$ cat src/hw/rtl/fsnm_pkg.sv
`default_nettype none
// ----------------------------------------------------------------------------
// fsnm_pkg
// Shared types and constants for the FAT 8.3 short-name entry matcher.
// ----------------------------------------------------------------------------
package fsnm_pkg;

    localparam int QUERY_BYTES = 12;
    localparam int BASE_BYTES  = 8;
    localparam int EXT_BYTES   = 3;

    localparam logic [7:0] CHAR_END    = 8'h00;
    localparam logic [7:0] CHAR_SPACE  = 8'h20;
    localparam logic [7:0] CHAR_KANJI  = 8'h05;
    localparam logic [7:0] CHAR_FREE   = 8'hE5;
    localparam logic [7:0] CHAR_DOT    = 8'h2E;
    localparam logic [5:0] ATTR_LFN    = 6'h0F;
    localparam int         ATTR_VOLUME = 3;

    typedef enum logic [2:0] {
        VERDICT_END   = 3'd0,
        VERDICT_SKIP  = 3'd1,
        VERDICT_LABEL = 3'd2,
        VERDICT_MISS  = 3'd3,
        VERDICT_HIT   = 3'd4
    } verdict_t;

    typedef enum logic [1:0] {
        REG_QUERY_LOW    = 2'd0,
        REG_QUERY_HIGH   = 2'd1,
        REG_QUERY_LENGTH = 2'd2
    } reg_index_t;

    typedef struct packed {
        logic [QUERY_BYTES-1:0][7:0] bytes;
        logic [3:0]                  length;
    } query_cfg_t;

endpackage
`default_nettype wire

$ cat src/hw/rtl/fsnm_apb_regs.sv
`default_nettype none
// ----------------------------------------------------------------------------
// fsnm_apb_regs
// APB register file holding the query name and its length.
// ----------------------------------------------------------------------------
module fsnm_apb_regs
    import fsnm_pkg::*;
(
    input  wire logic        aclk,
    input  wire logic        aresetn,
    input  wire logic        psel,
    input  wire logic        penable,
    input  wire logic        pwrite,
    input  wire logic [4:0]  paddr,
    input  wire logic [63:0] pwdata,
    output logic      [63:0] prdata,
    output logic             pready,
    output query_cfg_t       query_cfg
);

    logic [63:0] query_low_reg;
    logic [31:0] query_high_reg;
    logic [3:0]  query_length_reg;
    logic        wr_en;
    reg_index_t  reg_sel;

    assign pready  = 1'b1;
    assign wr_en   = psel && penable && pwrite && pready;
    assign reg_sel = reg_index_t'(paddr[4:3]);

    always_ff @(posedge aclk) begin
        if (!aresetn) begin
            query_low_reg    <= '0;
            query_high_reg   <= '0;
            query_length_reg <= '0;
        end else if (wr_en) begin
            case (reg_sel)
                REG_QUERY_LOW:    query_low_reg    <= pwdata;
                REG_QUERY_HIGH:   query_high_reg   <= pwdata[31:0];
                REG_QUERY_LENGTH: query_length_reg <= pwdata[3:0];
                default: ;
            endcase
        end
    end

    always_comb begin
        case (reg_sel)
            REG_QUERY_LOW:    prdata = query_low_reg;
            REG_QUERY_HIGH:   prdata = {32'd0, query_high_reg};
            REG_QUERY_LENGTH: prdata = {60'd0, query_length_reg};
            default:          prdata = '0;
        endcase
    end

    assign query_cfg.bytes  = {query_high_reg, query_low_reg};
    assign query_cfg.length = query_length_reg;

endmodule
`default_nettype wire

$ cat src/hw/rtl/fsnm_classify.sv
`default_nettype none
// ----------------------------------------------------------------------------
// fsnm_classify
// Combinational classification of one directory entry against the query.
// ----------------------------------------------------------------------------
module fsnm_classify
    import fsnm_pkg::*;
(
    input  wire logic [63:0] entry_name_low,
    input  wire logic [23:0] entry_name_high,
    input  wire logic [7:0]  entry_attributes,
    input  query_cfg_t       query_cfg,
    output verdict_t         verdict
);

    function automatic logic [7:0] upcase(input logic [7:0] c);
        return (c >= 8'h61 && c <= 8'h7A) ? c - 8'h20 : c;
    endfunction

    function automatic logic [7:0] pick_byte(input logic [QUERY_BYTES-1:0][7:0] b,
                                             input logic [3:0] idx);
        return (idx < 4'(QUERY_BYTES)) ? b[idx] : 8'h00;
    endfunction

    logic [BASE_BYTES-1:0][7:0] base_byte;
    logic [EXT_BYTES-1:0][7:0]  ext_byte;
    logic [7:0]                 first_byte;
    logic [3:0]                 base_len;
    logic [1:0]                 ext_len;
    logic                       base_ok;
    logic                       ext_ok;
    logic [3:0]                 size;
    logic [3:0]                 rem;
    logic                       dot;
    logic                       tail_ok;
    logic                       match;

    assign base_byte = entry_name_low;
    assign ext_byte  = entry_name_high;
    assign size      = query_cfg.length;

    always_comb begin
        base_len = 4'd1;
        for (int i = 1; i < BASE_BYTES; i++) begin
            if (base_byte[i] != CHAR_SPACE) begin
                base_len = 4'(i + 1);
            end
        end
        ext_len = 2'd0;
        for (int j = 0; j < EXT_BYTES; j++) begin
            if (ext_byte[j] != CHAR_SPACE) begin
                ext_len = 2'(j + 1);
            end
        end

        first_byte = (base_byte[0] == CHAR_KANJI) ? CHAR_FREE : base_byte[0];
        base_ok = 1'b1;
        for (int i = 0; i < BASE_BYTES; i++) begin
            if (4'(i) < base_len &&
                upcase(query_cfg.bytes[i]) != upcase((i == 0) ? first_byte : base_byte[i])) begin
                base_ok = 1'b0;
            end
        end

        ext_ok = 1'b1;
        for (int j = 0; j < EXT_BYTES; j++) begin
            if (2'(j) < ext_len &&
                upcase(pick_byte(query_cfg.bytes, base_len + 4'(j) + 4'd1)) !=
                upcase(ext_byte[j])) begin
                ext_ok = 1'b0;
            end
        end

        rem = size - base_len;
        dot = (rem != 4'd0) && (pick_byte(query_cfg.bytes, base_len) == CHAR_DOT);
        if (ext_len != 2'd0) begin
            tail_ok = dot && ({2'd0, ext_len} == rem - 4'd1) && ext_ok;
        end else begin
            tail_ok = (rem == 4'd0) || (dot && rem == 4'd1);
        end

        match = (size != 4'd0) && (size <= 4'(QUERY_BYTES)) &&
                (base_byte[0] != CHAR_SPACE) && (size >= base_len) &&
                base_ok && tail_ok;

        if (base_byte[0] == CHAR_END) begin
            verdict = VERDICT_END;
        end else if (base_byte[0] == CHAR_FREE || entry_attributes[5:0] == ATTR_LFN) begin
            verdict = VERDICT_SKIP;
        end else if (entry_attributes[ATTR_VOLUME]) begin
            verdict = VERDICT_LABEL;
        end else if (match) begin
            verdict = VERDICT_HIT;
        end else begin
            verdict = VERDICT_MISS;
        end
    end

endmodule
`default_nettype wire

$ cat src/hw/rtl/fat_short_name_entry_matcher.sv
`default_nettype none
// ----------------------------------------------------------------------------
// fat_short_name_entry_matcher
// Classifies FAT directory entries against an 8.3 query name.
// ----------------------------------------------------------------------------
// The block takes one directory entry beat per cycle while m_tready does not
// stall the output and returns one verdict beat per entry: the entry is held
// in an input register, compared in one pass of combinational logic and the
// verdict is held in a result register, so a full stream runs at one entry per
// cycle. The user sets the query name and its length through the APB port only
// while no entry is in flight; the block itself does not enforce this.
module fat_short_name_entry_matcher
    import fsnm_pkg::*;
(
    input  wire logic        aclk,
    input  wire logic        aresetn,
    input  wire logic        psel,
    input  wire logic        penable,
    input  wire logic        pwrite,
    input  wire logic [4:0]  paddr,
    input  wire logic [63:0] pwdata,
    output logic      [63:0] prdata,
    output logic             pready,
    input  wire logic        s_tvalid,
    output logic             s_tready,
    // entry_name_low [63:0], entry_name_high [87:64], entry_attributes [95:88]
    input  wire logic [95:0] s_tdata,
    output logic             m_tvalid,
    input  wire logic        m_tready,
    // verdict [2:0], zero padding [7:3]
    output logic      [7:0]  m_tdata
);

    query_cfg_t  query_cfg;
    logic        in_valid_reg;
    logic        in_valid_next;
    logic [95:0] in_data_reg;
    logic        out_valid_reg;
    logic        out_valid_next;
    verdict_t    verdict_reg;
    verdict_t    verdict;
    logic        in_advance;

    fsnm_apb_regs u_regs (
        .aclk      (aclk),
        .aresetn   (aresetn),
        .psel      (psel),
        .penable   (penable),
        .pwrite    (pwrite),
        .paddr     (paddr),
        .pwdata    (pwdata),
        .prdata    (prdata),
        .pready    (pready),
        .query_cfg (query_cfg)
    );

    fsnm_classify u_classify (
        .entry_name_low   (in_data_reg[63:0]),
        .entry_name_high  (in_data_reg[87:64]),
        .entry_attributes (in_data_reg[95:88]),
        .query_cfg        (query_cfg),
        .verdict          (verdict)
    );

    assign in_advance = !out_valid_reg || m_tready;
    assign s_tready   = !in_valid_reg || in_advance;

    always_comb begin
        in_valid_next  = in_valid_reg;
        out_valid_next = out_valid_reg;
        if (s_tready) begin
            in_valid_next = s_tvalid;
        end
        if (in_advance) begin
            out_valid_next = in_valid_reg;
        end
    end

    always_ff @(posedge aclk) begin
        if (!aresetn) begin
            in_valid_reg  <= 1'b0;
            out_valid_reg <= 1'b0;
        end else begin
            in_valid_reg  <= in_valid_next;
            out_valid_reg <= out_valid_next;
        end
    end

    always_ff @(posedge aclk) begin
        if (s_tvalid && s_tready) begin
            in_data_reg <= s_tdata;
        end
        if (in_valid_reg && in_advance) begin
            verdict_reg <= verdict;
        end
    end

    assign m_tvalid = out_valid_reg;
    assign m_tdata  = {5'd0, verdict_reg};

    a_verdict_range: assert property (@(posedge aclk) disable iff (!aresetn)
        m_tvalid |-> (m_tdata[2:0] <= VERDICT_HIT))
        else $error("verdict code out of range");

    a_hold_when_full: assert property (@(posedge aclk) disable iff (!aresetn)
        (in_valid_reg && out_valid_reg && !m_tready) |-> !s_tready)
        else $error("input taken while both registers are full");

    a_accept_loads: assert property (@(posedge aclk) disable iff (!aresetn)
        (s_tvalid && s_tready) |=> in_valid_reg)
        else $error("accepted beat not held in the input register");

    a_end_of_dir: assert property (@(posedge aclk) disable iff (!aresetn)
        (in_valid_reg && in_advance && in_data_reg[7:0] == CHAR_END)
        |=> (m_tvalid && m_tdata[2:0] == VERDICT_END))
        else $error("end of directory entry not reported");

endmodule
`default_nettype wire
$ cat config.mk
export PLATFORM = sky130hd
export DESIGN_NAME = fat_short_name_entry_matcher
export DESIGN_NICKNAME = d
export VERILOG_FILES = /design/src/hw/rtl/fsnm_pkg.sv /design/src/hw/rtl/fsnm_apb_regs.sv /design/src/hw/rtl/fsnm_classify.sv /design/src/hw/rtl/fat_short_name_entry_matcher.sv
export SDC_FILE = /design/constraint.sdc
export NUM_CORES = 1
export LEC_CHECK = 0
export BUFFER_PORTS_ARGS = -buffer_cell sky130_fd_sc_hd__buf_4
export CAP_MARGIN = 20
export CORE_MARGIN = 2
export CORE_UTILIZATION = 52
export CTS_CLUSTER_DIAMETER = 80
export DETAILED_ROUTE_END_ITERATION = 16
export PLACE_DENSITY = 0.78
export SLEW_MARGIN = 25
export SYNTH_ARGS = -nofsm -noshare
export SYNTH_HDL_FRONTEND = slang
export SYNTH_SLANG_ARGS = --single-unit
$ cat constraint.sdc
create_clock -name aclk -period 6.09 [get_ports aclk]
set_input_delay 1.218 -clock aclk [delete_from_list [all_inputs] [get_ports aclk]]
set_output_delay 1.218 -clock aclk [all_outputs]
set_load 0.005 [all_outputs]
==> results.ini <==
[outcome]
status = completed

[clocking]
clk_latency_ns = 0.47
ctsRootBufferMaster = clkbuf_16
cts.sinks = 199
cts_tree = built
path_clk_slew_ns = 0.08
clock_path_buffers = 2
h-tree-depth = 4
postCtsHoldBufs = 0
numCtsBuffers = 17

[detailed_routing]
wl_per_cell_um = 22.71
vias_per_cell = 6.177
detail-route-antenna-nets = 0
num_vias = 14058
drt_iter0_markers = 1572
drc = 0
routed_wl_um = 51680
wl_met1_um = 21390
dr.max_layer_used = met4
drt-pass1-iter-count = 6
wl_met2_um = 23010
wl_met3_um = 5239

[place]
io_buffer_count = 235
hpwl_um = 37860
gp_congestion = 1.012
pre_cts_slack_ns = 0.2836
dp.cells = 2243

[cells_and_area]
final_cell_mix = 308 x buf_4, 302 x nand2_1, 107 x mux2i_1, 102 x dfxtp_1
diodes = 0
nFillCells = 2373
mostFrequentLayoutCell = buf_4
fin_nets = 2104
syn2layout_area_growth_pct = 19.68
final_util = 0.6293
largest_reg_flops = 94
drive_gt1_frac = 0.2134
finalNonFillerCells = 2276

[critical_path]
start_kind = register
r2r_slack_ns = 0.26
worstPathRequired_ns = 6.29
crit_arrival_ns = 6.03
worstPathMaxFanout = 12
criticalPathCategory = register to register
reg2regPathDepth = 21
r2r_start = in_data_reg[60]$_DFFE_PP_
reg2reg_to = verdict_reg[0]$_SDFFCE_PP0P_
endpoint_kind = register

[sta]
tightest_slew_ns = 1.030
finalHoldViolations = 0
fin_tns_setup_ns = 0
setup_ws_ns = 0.2596
finClkSkew_ns = 0.01823
relSlewSlack = 0.3135
min_period_ns = 5.830
fmax_mhz = 171.5
setup_viol = 0
rsz0062_at_grt = false
min_period_over_period = 0.9574
slew_violations = 0

[power]
powerDensity_nw_per_um2 = 171.1
peakVddDrop_uv = 197.8
leakagePower_nw = 6.679

[synth]
avgSynthCellArea_sq_um = 8.651
synth-simple-area-share = 0.2087
netlist_area_sq_um = 14570
synth_area_leaders = edfxtp_1 20%, dfxtp_1 14%, nand2_1 7.8%
yosys_warnings = 0
synth.mux.area_fraction = 0.1196
synthCells = 1684
synth_top_cell_area_share = 0.1999
synthArstFlopShare = 0
synth_compound_area_frac = 0.1729
ys.flop_type = dfxtp_1
ys_types = 84
synth_top_family_by_area = simple AND/OR/NAND/NOR gates
synth_seq_area_share = 0.3401
synth_xor_area_frac = 0.06072
synth_fa_ha_area_frac = 0.04088
synth_top_cell_by_area = edfxtp_1
synth_edf_count = 97
synth-seq-cells = 199

[grt]
grt.total_usage = 0.3491
grt_max_degree = 103
grt.overflow.total = 0
grt_antenna_before_repair = 0
grt_pass1_wl_um = 76470
grt_pass1_vias = 12952

[die]
rows = 61
core_region_area_sq_um = 27710
start_util = 0.5258
die_w_um = 171.4
dieArea_sq_um = 29370
pin_count = 247
die_h_um = 171.4

[worst_hold_path]
worstHoldStart = in_valid_reg$_SDFFE_PN0N_
hp-class = register to register
min_to = m_tvalid$_SDFFE_PN0P_
holdPathStages = 1

[job]
maxCapViolCount = 0

## kinds of logic (layout without fill, tap and decap cells)
kind of cell	Yosys count	after routing
other	2	6
flip-flops	199	199
AO/OA/AOI/OAI	357	357
XOR/XNOR	101	101
buffers and inverters	194	404
multiplexers	140	140
AND/OR/NAND/NOR	644	644
adder cells (fa/ha/maj)	47	47
## worst max-delay path by stage
stage	end	depth (start not counted)	from	slack [ns]
final	verdict_reg[0]$_SDFFCE_PP0P_	21	in_data_reg[60]$_DFFE_PP_	0.26
after global routing	verdict_reg[0]$_SDFFCE_PP0P_	23	in_data_reg[60]$_DFFE_PP_	0.03
after CTS	verdict_reg[0]$_SDFFCE_PP0P_	23	in_data_reg[26]$_DFFE_PP_	0.26
after detailed placement	verdict_reg[0]$_SDFFCE_PP0P_	23	in_data_reg[26]$_DFFE_PP_	0.28
after global placement	verdict_reg[1]$_SDFFCE_PP0P_	20	in_data_reg[26]$_DFFE_PP_	0.41
after floorplan	verdict_reg[1]$_SDFFCE_PP0P_	24	in_data_reg[43]$_DFFE_PP_	0.05
## stage by stage
step / instance area (sq um) / total power [mW] / hold slack [ns]
2_1_floorplan: 14590 / 1.706 / 0.4709
3_3_place_gp: 16810 / 1.847 / 0.4948
3_5_place_dp: 16810 / 1.858 / 0.5103
4_1_cts: 17410 / 2.992 / 0.5274
5_1_grt: 17430 / 3.082 / 0.5530
6_report: 17430 / 2.983 / 0.5191
## synthesized netlist by cell type (all sizes together), types with 42 or more instances
library cell	count
clkbuf	102
nand2	302
nor2	99
mux2i	107
a21oi	75
edfxtp	97
inv	63
dfxtp	102
xor2	42
xnor2	59
ha	46
a21boi	99
## final cells by class
class	instances	area [sq um]	share of cell area
clock inverters	14	151.4	0.008684
flip-flops and latches	199	4955	0.2842
multi-input cells	1295	8831	0.5065
well taps	378	473.0	0.02713
clock buffers	18	450.4	0.02584
repair buffers	309	2332	0.1338
inverters	63	241.5	0.01385
## worst max-delay path, cell delays in order, from the launching register on
cell and delay, ns:
edfxtp_1 0.42, or4_1 0.56, or4b_4 0.55, inv_2 0.19, o21a_1 0.20, buf_4 0.23
inv_2 0.06, ha_1 0.21, ha_1 0.31, buf_4 0.18, buf_4 0.27, mux2i_1 0.22
mux2i_1 0.22, a222oi_1 0.35, buf_4 0.18, nand3_1 0.07, o31ai_1 0.43, o311ai_1 0.15
a21o_1 0.24, and2_1 0.16, o31ai_1 0.24, nand2_1 0.10
## layer usage
metal / up-vias / track usage
li1: 6451 / -
met1: 6742 / 0.4769
met2: 742 / 0.5407
met3: 123 / 0.07156
met4: 0 / 0.1415
met5: - / 0
## power by group
part,switching (mW),internal (mW),total (mW)
clock,0.575,0.572,1.15
sequential,0.0601,1.46,1.52
combinational,0.155,0.165,0.320
total,0.790,2.19,2.98
## what timing repair did
item | in CTS | in global routing
buffers inserted | 0 | 1
endpoints found under the hold margin | 0 | 0
resized for setup | 0 | 2
endpoints found under the setup margin | 0 | 3
(Power assumes the default switching activity.)
